`config.mk`:
```
export PLATFORM = sky130hd
export DESIGN_NAME = dda_line_rasterizer_top
export DESIGN_NICKNAME = d
export VERILOG_FILES = /design/src/hdl/dda_pkg.sv /design/src/hdl/dda_line_rasterizer_top.sv /design/src/hdl/dda_ctrl.sv /design/src/hdl/dda_dp.sv
export SDC_FILE = /design/constraint.sdc
export NUM_CORES = 1
export LEC_CHECK = 0
export ABC_AREA = 1
export BUFFER_PORTS_ARGS = -buffer_cell sky130_fd_sc_hd__buf_4
export CORE_MARGIN = 1
export CORE_UTILIZATION = 35
export DETAILED_ROUTE_END_ITERATION = 8
export GPL_ROUTABILITY_DRIVEN = 0
export SKIP_CTS_REPAIR_TIMING = 1
export SYNTH_ARGS = -nofsm -noshare
export SYNTH_HDL_FRONTEND = slang
export SYNTH_SLANG_ARGS = --single-unit
```
`constraint.sdc`:
```
create_clock -name i_clk -period 12.1 [get_ports i_clk]
set_clock_uncertainty 0.1 [all_clocks]
set_input_delay 1.21 -clock i_clk [delete_from_list [all_inputs] [get_ports i_clk]]
set_output_delay 1.21 -clock i_clk [all_outputs]
set_load 0.01 [all_outputs]
```
`src/hdl/dda_pkg.sv`:
```
// ----------------------------------------------------------------------------
// dda_pkg
// Shared widths, codes and controller/datapath interface types for the
// DDA line rasterizer.
// ----------------------------------------------------------------------------
package dda_pkg;

    localparam int COORD_BITS    = 13;
    localparam int FRAC_BITS     = 16;
    localparam int COLOR_BITS    = 24;
    // Accumulator: sign, integer part and fraction.
    localparam int ACC_BITS      = COORD_BITS + FRAC_BITS + 1;
    // Slope magnitude is at most 1.0, so it needs one integer bit.
    localparam int DIV_STEPS     = FRAC_BITS + 1;
    localparam int CNT_BITS      = $clog2(DIV_STEPS);

    localparam int IN_DATA_BITS  = ((4 * COORD_BITS + 7) / 8) * 8;
    localparam int OUT_USED_BITS = 2 * COORD_BITS + COLOR_BITS;
    localparam int OUT_DATA_BITS = ((OUT_USED_BITS + 7) / 8) * 8;
    localparam int OUT_PAD_BITS  = OUT_DATA_BITS - OUT_USED_BITS;

    localparam logic [COLOR_BITS-1:0] COLOR_RESET = {COLOR_BITS{1'b1}};

    localparam logic OP_START = 1'b0;
    localparam logic OP_STEP  = 1'b1;

    typedef enum logic [1:0] {
        MODE_VERT = 2'd0,
        MODE_HORZ = 2'd1,
        MODE_XMAJ = 2'd2,
        MODE_YMAJ = 2'd3
    } t_mode;

    typedef struct packed {
        logic load_start;   // latch a new line and emit its first pixel
        logic exec_step;    // advance one pixel and emit it
        logic div_step;     // one quotient bit of the slope division
        logic div_last;     // final quotient bit, write the slope
    } t_dp_cmd;

    typedef struct packed {
        logic start_div;    // the incoming start needs a slope division
        logic step_done;    // the next step emits the end pixel
    } t_dp_status;

endpackage

```
`src/hdl/dda_line_rasterizer_top.sv`:
```
// ----------------------------------------------------------------------------
// dda_line_rasterizer_top
// DDA line rasterizer: a start beat gives two endpoints and yields the first
// pixel; each step beat of a live line yields the next, tlast on the end one.
//
//  Channel   Dir  Handshake            Payload
//  s_*       in   tvalid / tready      tuser: opcode; tdata: endpoints
//  m_*       out  tvalid / tready      tdata: pixel x, y, color; tlast: end
//  cfg_*     in   write enable only    draw color
//
// Steps are taken back to back while the output register drains. A start
// beat for a sloped line also runs the slope division: the slope is built by
// a restoring divider, one quotient bit per cycle, and s_tready stays low
// meanwhile. Reset is synchronous, active low. The output register holds a
// pixel while m_tready is low; a new beat is taken only when that register
// is empty or is read in the same cycle.
// ----------------------------------------------------------------------------
module dda_line_rasterizer_top import dda_pkg::*; (
    input  logic                     i_clk,
    input  logic                     i_rst_n,
    input  logic                     i_cfg_wr_en,
    input  logic [COLOR_BITS-1:0]    i_cfg_wr_data,
    input  logic                     i_s_tvalid,
    output logic                     o_s_tready,
    // [12:0] first_x, [25:13] first_y, [38:26] second_x, [51:39] second_y
    input  logic [IN_DATA_BITS-1:0]  i_s_tdata,
    // [0] opcode
    input  logic                     i_s_tuser,
    output logic                     o_m_tvalid,
    input  logic                     i_m_tready,
    // [12:0] pixel_x, [25:13] pixel_y, [49:26] pixel_color
    output logic [OUT_DATA_BITS-1:0] o_m_tdata,
    output logic                     o_m_tlast
);

    t_dp_cmd                      w_cmd;
    t_dp_status                   w_status;
    logic signed [COORD_BITS-1:0] w_pixel_x, w_pixel_y;
    logic [COLOR_BITS-1:0]        w_pixel_color;

    dda_ctrl u_ctrl (
        .i_clk      (i_clk),
        .i_rst_n    (i_rst_n),
        .i_s_tvalid (i_s_tvalid),
        .i_opcode   (i_s_tuser),
        .i_m_tready (i_m_tready),
        .i_status   (w_status),
        .o_s_tready (o_s_tready),
        .o_m_tvalid (o_m_tvalid),
        .o_cmd      (w_cmd)
    );

    dda_dp u_dp (
        .i_clk         (i_clk),
        .i_rst_n       (i_rst_n),
        .i_cfg_wr_en   (i_cfg_wr_en),
        .i_cfg_wr_data (i_cfg_wr_data),
        .i_first_x     ($signed(i_s_tdata[0*COORD_BITS +: COORD_BITS])),
        .i_first_y     ($signed(i_s_tdata[1*COORD_BITS +: COORD_BITS])),
        .i_second_x    ($signed(i_s_tdata[2*COORD_BITS +: COORD_BITS])),
        .i_second_y    ($signed(i_s_tdata[3*COORD_BITS +: COORD_BITS])),
        .i_cmd         (w_cmd),
        .o_status      (w_status),
        .o_pixel_x     (w_pixel_x),
        .o_pixel_y     (w_pixel_y),
        .o_pixel_color (w_pixel_color),
        .o_last_pixel  (o_m_tlast)
    );

    assign o_m_tdata = {{OUT_PAD_BITS{1'b0}}, w_pixel_color, w_pixel_y, w_pixel_x};

    // No input beat is taken while the slope divider runs.
    a_no_accept_in_divide: assert property (@(posedge i_clk) disable iff (!i_rst_n)
        w_cmd.div_step |-> !o_s_tready)
        else $error("input accepted during slope division");

    // A start beat always yields a first pixel that is not the end pixel.
    a_start_emits_first: assert property (@(posedge i_clk) disable iff (!i_rst_n)
        (i_s_tvalid && o_s_tready && (i_s_tuser == OP_START))
        |=> (o_m_tvalid && !o_m_tlast))
        else $error("start beat did not produce a first pixel");

    // A sloped start moves straight into the divider.
    a_start_enters_divide: assert property (@(posedge i_clk) disable iff (!i_rst_n)
        (w_cmd.load_start && w_status.start_div) |=> w_cmd.div_step)
        else $error("slope division did not begin after start");

    // The input side opens only when the output register has room.
    a_ready_needs_room: assert property (@(posedge i_clk) disable iff (!i_rst_n)
        o_s_tready |-> (!o_m_tvalid || i_m_tready))
        else $error("input ready while output register is full");

endmodule

```
`src/hdl/dda_ctrl.sv`:
```
// ----------------------------------------------------------------------------
// dda_ctrl
// Controller: input handshake, output valid, line activity and the
// sequencing of the slope division.
// ----------------------------------------------------------------------------
module dda_ctrl import dda_pkg::*; (
    input  logic       i_clk,
    input  logic       i_rst_n,
    input  logic       i_s_tvalid,
    input  logic       i_opcode,
    input  logic       i_m_tready,
    input  t_dp_status i_status,
    output logic       o_s_tready,
    output logic       o_m_tvalid,
    output t_dp_cmd    o_cmd
);

    typedef enum logic {
        S_READY  = 1'b0,
        S_DIVIDE = 1'b1
    } t_state;

    localparam logic [CNT_BITS-1:0] CNT_LAST = CNT_BITS'(DIV_STEPS - 1);

    t_state              r_state, n_state;
    logic [CNT_BITS-1:0] r_cnt, n_cnt;
    logic                r_active, n_active;
    logic                r_out_valid, n_out_valid;
    logic                accept;

    always_comb begin
        o_s_tready  = (r_state == S_READY) && (!r_out_valid || i_m_tready);
        accept      = i_s_tvalid && o_s_tready;
        o_cmd       = '0;
        n_state     = r_state;
        n_cnt       = r_cnt;
        n_active    = r_active;
        n_out_valid = r_out_valid && !i_m_tready;

        unique case (r_state)
            S_READY: begin
                if (accept) begin
                    if (i_opcode == OP_START) begin
                        o_cmd.load_start = 1'b1;
                        n_active         = 1'b1;
                        n_out_valid      = 1'b1;
                        if (i_status.start_div) begin
                            n_state = S_DIVIDE;
                            n_cnt   = '0;
                        end
                    end else if (r_active) begin
                        o_cmd.exec_step = 1'b1;
                        n_out_valid     = 1'b1;
                        if (i_status.step_done) begin
                            n_active = 1'b0;
                        end
                    end
                end
            end
            S_DIVIDE: begin
                o_cmd.div_step = 1'b1;
                if (r_cnt == CNT_LAST) begin
                    o_cmd.div_last = 1'b1;
                    n_state        = S_READY;
                end else begin
                    n_cnt = r_cnt + 1'b1;
                end
            end
            default: begin
                n_state = S_READY;
            end
        endcase
    end

    always_ff @(posedge i_clk) begin
        if (!i_rst_n) begin
            r_state     <= S_READY;
            r_cnt       <= '0;
            r_active    <= 1'b0;
            r_out_valid <= 1'b0;
        end else begin
            r_state     <= n_state;
            r_cnt       <= n_cnt;
            r_active    <= n_active;
            r_out_valid <= n_out_valid;
        end
    end

    assign o_m_tvalid = r_out_valid;

endmodule

```
`src/hdl/dda_dp.sv`:
```
// ----------------------------------------------------------------------------
// dda_dp
// Datapath: endpoint ordering and mode decode, a restoring divider for the
// Q.16 slope, the major/minor step registers and the output payload.
// ----------------------------------------------------------------------------
module dda_dp import dda_pkg::*; (
    input  logic                         i_clk,
    input  logic                         i_rst_n,
    input  logic                         i_cfg_wr_en,
    input  logic [COLOR_BITS-1:0]        i_cfg_wr_data,
    input  logic signed [COORD_BITS-1:0] i_first_x,
    input  logic signed [COORD_BITS-1:0] i_first_y,
    input  logic signed [COORD_BITS-1:0] i_second_x,
    input  logic signed [COORD_BITS-1:0] i_second_y,
    input  t_dp_cmd                      i_cmd,
    output t_dp_status                   o_status,
    output logic signed [COORD_BITS-1:0] o_pixel_x,
    output logic signed [COORD_BITS-1:0] o_pixel_y,
    output logic [COLOR_BITS-1:0]        o_pixel_color,
    output logic                         o_last_pixel
);

    localparam logic [FRAC_BITS-1:0] FRAC_HALF = {1'b1, {(FRAC_BITS-1){1'b0}}};
    localparam logic signed [COORD_BITS:0] MAJOR_STEP = 1;

    // Line state.
    logic [COLOR_BITS-1:0]        r_color;
    t_mode                        r_mode;
    logic                         r_step_down;
    logic signed [COORD_BITS-1:0] r_major;
    logic signed [COORD_BITS-1:0] r_stop;
    logic signed [COORD_BITS-1:0] r_end_x;
    logic signed [COORD_BITS-1:0] r_end_y;
    logic signed [ACC_BITS-1:0]   r_acc;
    logic signed [ACC_BITS-1:0]   r_slope;

    // Divider.
    logic [COORD_BITS:0]          r_rem;
    logic [COORD_BITS-1:0]        r_den;
    logic [FRAC_BITS:0]           r_quo;
    logic                         r_neg;

    // Output payload.
    logic signed [COORD_BITS-1:0] r_px;
    logic signed [COORD_BITS-1:0] r_py;
    logic [COLOR_BITS-1:0]        r_pcolor;
    logic                         r_plast;

    // Start decode.
    logic                         swap;
    logic signed [COORD_BITS-1:0] start_x, start_y, end_x, end_y;
    logic signed [COORD_BITS:0]   dx, dy, dy_abs;
    logic [COORD_BITS-1:0]        dx_mag, dy_mag;
    t_mode                        mode;
    logic                         y_rises;
    logic                         sloped;
    logic signed [COORD_BITS-1:0] init_major, init_stop, init_minor;
    logic [COORD_BITS-1:0]        div_num, div_den;

    // Divider and step.
    logic                         ge;
    logic [COORD_BITS:0]          rem_sub;
    logic [FRAC_BITS:0]           quo_next;
    logic [ACC_BITS-1:0]          quo_ext;
    logic signed [COORD_BITS:0]   next_major, stop_ext;
    logic                         done;
    logic signed [ACC_BITS-1:0]   acc_sum;
    logic signed [COORD_BITS-1:0] next_c, rnd;

    always_comb begin
        swap    = i_first_x > i_second_x;
        start_x = swap ? i_second_x : i_first_x;
        start_y = swap ? i_second_y : i_first_y;
        end_x   = swap ? i_first_x  : i_second_x;
        end_y   = swap ? i_first_y  : i_second_y;
        dx      = $signed({end_x[COORD_BITS-1], end_x})
                - $signed({start_x[COORD_BITS-1], start_x});
        dy      = $signed({end_y[COORD_BITS-1], end_y})
                - $signed({start_y[COORD_BITS-1], start_y});
        dy_abs  = dy[COORD_BITS] ? -dy : dy;
        dx_mag  = dx[COORD_BITS-1:0];
        dy_mag  = dy_abs[COORD_BITS-1:0];
        y_rises = start_y < end_y;

        if (dx_mag == '0) begin
            mode = MODE_VERT;
        end else if (dy_mag == '0) begin
            mode = MODE_HORZ;
        end else if (dy_mag < dx_mag) begin
            mode = MODE_XMAJ;
        end else begin
            mode = MODE_YMAJ;
        end

        unique case (mode)
            MODE_VERT: begin
                // The interior always runs upward between the two y values.
                init_major = y_rises ? start_y : end_y;
                init_stop  = y_rises ? end_y : start_y;
                init_minor = start_x;
            end
            MODE_HORZ: begin
                init_major = start_x;
                init_stop  = end_x;
                init_minor = start_y;
            end
            MODE_XMAJ: begin
                init_major = start_x;
                init_stop  = end_x;
                init_minor = start_y;
            end
            MODE_YMAJ: begin
                init_major = start_y;
                init_stop  = end_y;
                init_minor = start_x;
            end
        endcase

        div_num = (mode == MODE_YMAJ) ? dx_mag : dy_mag;
        div_den = (mode == MODE_YMAJ) ? dy_mag : dx_mag;

        sloped = (mode == MODE_XMAJ) || (mode == MODE_YMAJ);
    end

    // One quotient bit per cycle; the remainder stays below twice the divisor.
    always_comb begin
        ge       = r_rem >= {1'b0, r_den};
        rem_sub  = ge ? (r_rem - {1'b0, r_den}) : r_rem;
        quo_next = {r_quo[FRAC_BITS-1:0], ge};
        quo_ext  = {{(ACC_BITS-FRAC_BITS-1){1'b0}}, quo_next};
    end

    always_comb begin
        stop_ext   = $signed({r_stop[COORD_BITS-1], r_stop});
        next_major = r_step_down ? ($signed({r_major[COORD_BITS-1], r_major}) - MAJOR_STEP)
                                 : ($signed({r_major[COORD_BITS-1], r_major}) + MAJOR_STEP);
        done       = r_step_down ? (next_major <= stop_ext) : (next_major >= stop_ext);
        next_c     = next_major[COORD_BITS-1:0];
        // The accumulator carries a built-in half, so this is round half up.
        acc_sum    = r_acc + r_slope;
        rnd        = acc_sum[FRAC_BITS +: COORD_BITS];
    end

    assign o_status = '{start_div: sloped, step_done: done};

    always_ff @(posedge i_clk) begin
        if (!i_rst_n) begin
            r_color <= COLOR_RESET;
        end else if (i_cfg_wr_en) begin
            r_color <= i_cfg_wr_data;
        end
    end

    always_ff @(posedge i_clk) begin
        if (i_cmd.load_start) begin
            r_mode      <= mode;
            r_step_down <= (mode == MODE_YMAJ) && dy[COORD_BITS];
            r_major     <= init_major;
            r_stop      <= init_stop;
            r_end_x     <= end_x;
            r_end_y     <= end_y;
            r_acc       <= $signed({init_minor[COORD_BITS-1], init_minor, FRAC_HALF});
            r_slope     <= '0;
            r_rem       <= {1'b0, div_num};
            r_den       <= div_den;
            r_quo       <= '0;
            r_neg       <= (mode == MODE_XMAJ) && dy[COORD_BITS];
            r_px        <= start_x;
            r_py        <= start_y;
            r_pcolor    <= r_color;
            r_plast     <= 1'b0;
        end

        if (i_cmd.div_step) begin
            r_rem <= {rem_sub[COORD_BITS-1:0], 1'b0};
            r_quo <= quo_next;
        end

        if (i_cmd.div_last) begin
            r_slope <= r_neg ? $signed(-quo_ext) : $signed(quo_ext);
        end

        if (i_cmd.exec_step) begin
            r_pcolor <= r_color;
            if (done) begin
                r_px    <= r_end_x;
                r_py    <= r_end_y;
                r_plast <= 1'b1;
            end else begin
                r_major <= next_c;
                r_acc   <= acc_sum;
                r_plast <= 1'b0;
                unique case (r_mode)
                    MODE_VERT: begin
                        r_px <= r_end_x;
                        r_py <= next_c;
                    end
                    MODE_HORZ: begin
                        r_px <= next_c;
                        r_py <= r_end_y;
                    end
                    MODE_XMAJ: begin
                        r_px <= next_c;
                        r_py <= rnd;
                    end
                    MODE_YMAJ: begin
                        r_px <= rnd;
                        r_py <= next_c;
                    end
                endcase
            end
        end
    end

    assign o_pixel_x     = r_px;
    assign o_pixel_y     = r_py;
    assign o_pixel_color = r_pcolor;
    assign o_last_pixel  = r_plast;

endmodule

```
* Word level (Yosys, flattened, before mapping)
Cells that the tools add are included.
** Storage, ports and cells
- Register bits :: 242
- Input port bits :: 86
- Output and inout port bits :: 59
- Logic and storage cells :: 139
** Operators by class
- Add/subtract/negate cells :: 9
- $lt $le $gt $ge :: 6
- Equality and inequality tests :: 11
- Muxes and demuxes :: 68
- Bitwise logic cells :: 1
- Reductions and logical operators :: 22
** Operators with widths (number)
- $mux W13 :: 19
- $mux W30 :: 6
- $pmux W13 S3 :: 4
- $mux W24 :: 2
- $mux W14 :: 3
- $mux W16 :: 2
- $add A30 B30 Y30 :: 1
- $neg A17 Y30 :: 1
- $ge A14 B13 Y1 :: 2
- $logic_not A13 Y1 :: 2
- $lt A13 B13 Y1 :: 2
- $pmux W13 S2 :: 1
- $sub A13 B13 Y13 :: 2
- $mux W1 :: 20
- $mux W5 :: 4
- $add A13 B2 Y14 const B :: 1
- $le A14 B13 Y1 :: 1
- $sub A13 B13 Y14 :: 1
- $sub A13 B2 Y14 const B :: 1
- $gt A13 B13 Y1 :: 1
- $neg A13 Y13 :: 1
- $mux W2 :: 5
- $pmux W5 S2 :: 1
- $eq A2 B2 Y1 const B :: 4
- 15 further kinds :: 30

* Logic depth before layout (Yosys ltp)
- Depth after elaboration :: 15
- Gate-level depth with buffers :: 46
- Depth with buffers taken out :: 44

* Hierarchy
A second synthesis with hierarchy kept.
** Unflattened totals
- Cells, all modules :: 2261
- Area, all modules :: 16834.9 um2
** Modules (own cells, without submodules)
- dda_dp :: times used 1, cells each 2177, area an instance 16273.1 um2, seq. area each 6296.0 um2
- dda_ctrl :: times used 1, cells each 77, area an instance 513.0 um2, seq. area each 160.2 um2
- dda_line_rasterizer_top :: times used 1, cells each 7, area an instance 48.8 um2, seq. area each 0.0 um2

* Least setup slack after synthesis
No wires, ideal clock.
- Kind :: input -> register
- Start :: input port i_s_tdata[32]
- End :: register u_dp.r_den[10] (data pin)
- Library setup time :: 269 ps
- Data arrival time :: 6095 ps
- Required time :: 11731 ps
- Setup slack :: 5636 ps
- Stages :: 43
- Path buffers :: 4
- Cell sequence :: inv_1 ha_1 nand2_1 nand2_1 nand2_1 nand2_1 a21oi_1 nand3_2 nand2_4 buf_6 nand2_1 nand3_1 ha_1 inv_1 nand2_1 nand2_1 nand2_1 nand2_1 [... 7 more ...] nand2_1 a21oi_2 inv_1 ha_1 nand2_1 inv_1 nand3_1 a21oi_1 a2111oi_0 nand2_1 nand2_1 inv_1 ha_1 clkbuf_1 clkinv_1 clkbuf_1 clkbuf_1 o21ai_0
** Between the ends
- Longest elaborated chain between the ends :: 11
- Elaborated cells on any way between the ends :: 17
- Classes of those cells :: add/sub (3); order compare (2); eq/ne (1); mux (9); reduce/logical (2)
** RTL lines
- start: declaration :: RTL line dda_line_rasterizer_top.sv:26 : input logic [IN_DATA_BITS-1:0] i_s_tdata,
- $gt A13 B13 Y1 :: RTL line dda_dp.sv:71 : swap = i_first_x > i_second_x;
- $mux W13, on equally long branches :: RTL line dda_dp.sv:75, dda_dp.sv:73
- $sub A13 B13 Y14 :: RTL line dda_dp.sv:79 : - $signed({start_y[COORD_BITS-1], start_y});
- $neg A13 Y13 :: RTL line dda_dp.sv:80 : dy_abs = dy[COORD_BITS] ? -dy : dy;
- $mux W13 :: RTL line dda_dp.sv:80
- $lt A13 B13 Y1 :: RTL line dda_dp.sv:89 : end else if (dy_mag < dx_mag) begin
- $mux W1 :: RTL line dda_dp.sv:89
- $mux W2 :: RTL line dda_dp.sv:87 : end else if (dy_mag == '0) begin
- $mux W2 * :: RTL line dda_dp.sv:85 : if (dx_mag == '0) begin
- named net u_dp.mode[0] :: RTL line dda_dp.sv:54 : t_mode mode;
- $eq A2 B2 Y1 * :: RTL line dda_dp.sv:120 : div_den = (mode == MODE_YMAJ) ? dy_mag : dx_mag;
- $mux W13 * :: RTL line dda_dp.sv:120
- named net u_dp.div_den[10] :: RTL line dda_dp.sv:58 : logic [COORD_BITS-1:0] div_num, div_den;
- end signal: assignment :: RTL line dda_dp.sv:165 : r_den <= div_den;
- end: declaration :: RTL line dda_dp.sv:39 : logic [COORD_BITS-1:0] r_den;
Mark *: on every way through the listed nets, which the timed path passes. The rest lies on a longest branch.
A chain may end at the register's enable or synchronous reset.

* Worst setup path after layout
- Start :: input port i_s_tdata[38]
- End :: register u_dp.r_major[0]
** Between the ends
- Longest elaborated chain between the ends :: 15
- Elaborated cells on any way between the ends :: 26
- Classes of those cells :: add/sub (3); order compare (3); eq/ne (3); mux (13); reduce/logical (4)
** RTL lines
- $gt A13 B13 Y1 :: RTL line dda_dp.sv:71
- $mux W13, on equally long branches :: RTL line dda_dp.sv:75, dda_dp.sv:73
- $sub A13 B13 Y14 :: RTL line dda_dp.sv:79
- $neg A13 Y13 :: RTL line dda_dp.sv:80
- $mux W13 :: RTL line dda_dp.sv:80
- $lt A13 B13 Y1 :: RTL line dda_dp.sv:89
- $mux W1 :: RTL line dda_dp.sv:89
- $mux W2 :: RTL line dda_dp.sv:87
- $mux W2 :: RTL line dda_dp.sv:85
- $eq A2 B1 Y1 / $eq A2 B2 Y1 (equally long branches) :: RTL line dda_dp.sv:95 : unique case (mode)
- $reduce_or A2 Y1 (no line)
- $pmux W13 S3 * :: RTL line dda_dp.sv:95
- $mux W13 * :: RTL line dda_dp.sv:155 : if (i_cmd.load_start) begin
- $mux W13 :: RTL line dda_dp.sv:185 : if (done) begin
- $mux W13 * :: RTL line dda_dp.sv:183 : if (i_cmd.exec_step) begin
- end signal: assignment :: RTL line dda_dp.sv:158 : r_major <= init_major;
- end signal: assignment :: RTL line dda_dp.sv:190 : r_major <= next_c;
- end: declaration :: RTL line dda_dp.sv:30 : logic signed [COORD_BITS-1:0] r_major;
Mark *: on every way between the ends. The rest lies on a longest branch, timed or not.

==> results.toml <==
[final_layout]
syn_to_final_growth_pct = 14.54
layout.nets = 2458
drive_gt1_share_pct = 10.86
final_area_um2 = 18860
diodes = 0

[global_routing]
grt-ovfl-total = 0
grt_max_degree = 97
grt_pass1_wl_um = 76140
grt_antenna_before_repair = 1
grt_pass1_vias = 14310
grt_usage_pct = 20.08

[status]
status = "completed"

[critical_path]
crit_fanout = 96
worstPathArrival_ps = 8700
r2r_end = "u_dp.r_major[10]$_DFF_P_"
crit_type = "in -> reg"
critPathCapture = "u_dp.r_major[0]$_DFF_P_"
crit_path_start = "i_s_tdata[38]"
r2r_cells = 30
r2r_setup_slack_ps = 5730
end_kind = "flop"
r2r-start = "u_dp.r_step_down$_DFFE_PP_"
cp-start-kind = "input port"
crit_top_cell = "nand2_1"
required_ps = 12400
crit_slowest_cell = "o21ai_1"
max_stage_delay_ps = 650

[power]
p_per_area_nw_per_um2 = 211.5
p_leak_nw = 8.643
peakVddDrop_mv = 0.2106

[clocking]
cts_buffers = 27
cts_buffer_depth = 3
clkSinkCount = 240
root_buffer = "clkbuf_16"
h-tree-depth = 1
clk_latency_ps = 550
cts.reportedPaths.clkPinSlew_ps = 60
tritoncts = "yes"

[sta]
slew_headroom_pct = 13.35
setup_viol = 0
finalSetupTns_ps = 0
fin_crit_ps = 8400
hold_viol = 0
max_freq_ghz = 0.1190
rsz0062_at_grt = "no"
finalMaxSlewViolations = 0
min_period_over_period_pct = 69.43
worst_pin_slew_ps = 1298

[route]
drc = 0
num_vias = 15140
firstDrtPassIters = 6
ant_nets = 0
wl_per_cell_um = 16.71
wl_um = 48280
drt_iter0_drc = 1198
via_per_inst = 5.237

[placement]
dpl_cell_area_um2 = 17970
io_buffers = 134
post-dp-hpwl_um = 37190

[floorplan]
initial_core_util_pct = 35.44
core_um2 = 46460
ioPinCount = 145
fp.dieW_um = 218.9
dieArea_um2 = 47920
num_rows = 79
dieHeight_um = 218.9

[yosys]
synth-seq-cells = 240
async_flop_share_pct = 0
avgSynthCellArea_um2 = 7.616
synth_seq_area_share_pct = 39.21
synth-main-ff-cell = "edfxtp_1"
synth-edff-count = 165
syn-cell-area_um2 = 16470
ys_types = 59
synth_cells = 2162
ys_warn_count = 0

[flow_run]
drv_cap = 0

[min_path]
min_path_type = "reg -> reg"
min_from = "u_dp.r_color[6]$_SDFFE_PN1P_"
per-stage QoR:
| step | setup slack (ps) | std cells | util, % | power (W) | hold WS (ps) |
|---|---|---|---|---|---|
| after CTS | 3928 | 2890 | 40.60 | 0.003975 | 326.9 |
| after global placement | 3420 | 2842 | 38.69 | 0.003089 | 310.0 |
| final | 3700 | 2890 | 40.60 | 0.003988 | 327.3 |
| after detailed placement | 3373 | 2842 | 38.69 | 0.003131 | 312.7 |
| after global routing | 2999 | 2890 | 40.60 | 0.004284 | 333.5 |
| after floorplan | 5636 | 2167 | - | 0.002570 | 308.6 |
placed cells by master (no fill, tap or decap), drive strengths merged, types with 6 or more instances in the layout:
cell type / n
xnor2: 19
and2: 9
or2: 16
o211ai: 28
o21bai: 6
dfxtp: 75
nor3: 24
a311oi: 6
nand4: 20
conb: 6
ha: 105
buf: 152
nand3: 142
o22ai: 48
a21oi: 173
edfxtp: 165
nand2: 549
inv: 280
clkbuf: 35
o21ai: 194
nor2: 115
clkinv: 11
xor2: 36
a221oi: 13
worst max-delay path: cells and delay by family:
kind                       cells  cell delay, ps
buffers and inverters          7            1390
and+or+nand+nor               19            2820
AOI/OAI and AO/OA             10            2210
adders and majority gates      3            1000
cell usage after synthesis, types with 3 or more instances:
master	n	area share [%]
nand2_1	538	12
inv_1	277	6.3
o21ai_0	178	5.4
a21oi_1	169	5.1
edfxtp_1	165	30
nand3_1	136	4.1
nor2_1	112	2.6
ha_1	105	8.0
dfxtp_1	75	9.1
clkbuf_1	64	1.5
o22ai_1	48	1.8
xor2_1	34	1.8
o211ai_1	28	1.3
nor3_1	24	0.73
nand4_1	19	0.72
xnor2_1	19	1.0
or2_2	16	0.61
a221oi_1	13	0.69
o21ai_1	12	0.36
and2_1	9	0.34
nand2_2	8	0.30
buf_4	7	0.32
a311oi_1	6	0.32
nand3_2	6	0.36
a21boi_0	5	0.23
a21o_1	5	0.23
a31oi_1	5	0.19
buf_6	5	0.34
o21bai_1	5	0.23
a21oi_2	4	0.21
clkinv_1	4	0.091
nor4_1	4	0.15
o21a_1	4	0.18
o21ai_2	4	0.21
a22o_1	3	0.16
buf_1	3	0.068
fa_1	3	0.36
inv_2	3	0.068
nand2_4	3	0.21
nand3b_1	3	0.14
nor2_2	3	0.11
layout make-up:
class                           count  area, µm²
Clock buffer                       35      737.0
Timing Repair Buffer              152       1141
Tap cell                          607      759.5
Inverter                          284       1066
Fill cell                        4686      27600
Sequential cell                   240       6456
Clock inverter                     13      150.1
Multi-Input combinational cell   1559       8549
flip-flops by register name, indices dropped and copies added (netlist names):
name,count
u_ctrl.r_active,1
u_ctrl.r_state,1
u_dp.o_last_pixel,1
u_dp.o_pixel_y,13
u_ctrl.o_m_tvalid,1
u_dp.r_major,13
u_dp.r_step_down,1
u_dp.r_end_x,13
u_dp.r_rem,14
u_dp.r_end_y,13
u_dp.o_pixel_x,13
u_dp.o_pixel_color,24
u_dp.r_quo,16
u_dp.r_stop,13
u_dp.r_den,13
u_dp.r_mode,2
u_dp.r_slope,29
u_ctrl.r_cnt,5
u_dp.r_acc,29
u_dp.r_neg,1
u_dp.r_color,24
logic make-up (layout without fill, tap and decap cells):
family	after synthesis	in the layout	share of synthesized area [%]
simple gates	886	886	22.87
compound gates	503	503	17.45
buf+inv	368	484	9.027
flops	240	240	39.21
fa+ha+maj	108	108	8.343
xor+xnor	55	55	3.017
other cells	1	6	0.02277
mux	1	1	0.06079
power by group:
part	internal, W	switching (W)
Clock	0.000492	0.000336
Combinational	0.000686	0.00135
Sequential	0.00105	0.0000739
layer usage:
metal  part of all wire (%)  track usage, %
met3                    7.0           2.134
met2                     46           33.61
met4                    2.5           5.463
met1                     45           27.36
met5                      0               0
how the worst min path moves through the flow:
stage | to | slack, ps | depth (start not counted)
2_1_floorplan | u_dp.o_pixel_color[0]$_DFFE_PP_ | 310 | 0
3_3_place_gp | u_dp.o_pixel_color[23]$_DFFE_PP_ | 310 | 0
3_5_place_dp | u_dp.o_pixel_color[8]$_DFFE_PP_ | 310 | 0
4_1_cts | u_dp.o_pixel_color[12]$_DFFE_PP_ | 330 | 0
5_1_grt | u_dp.o_pixel_color[6]$_DFFE_PP_ | 330 | 0
6_report | u_dp.o_pixel_color[6]$_DFFE_PP_ | 330 | 0
Power figures use the tool's default switching activity.
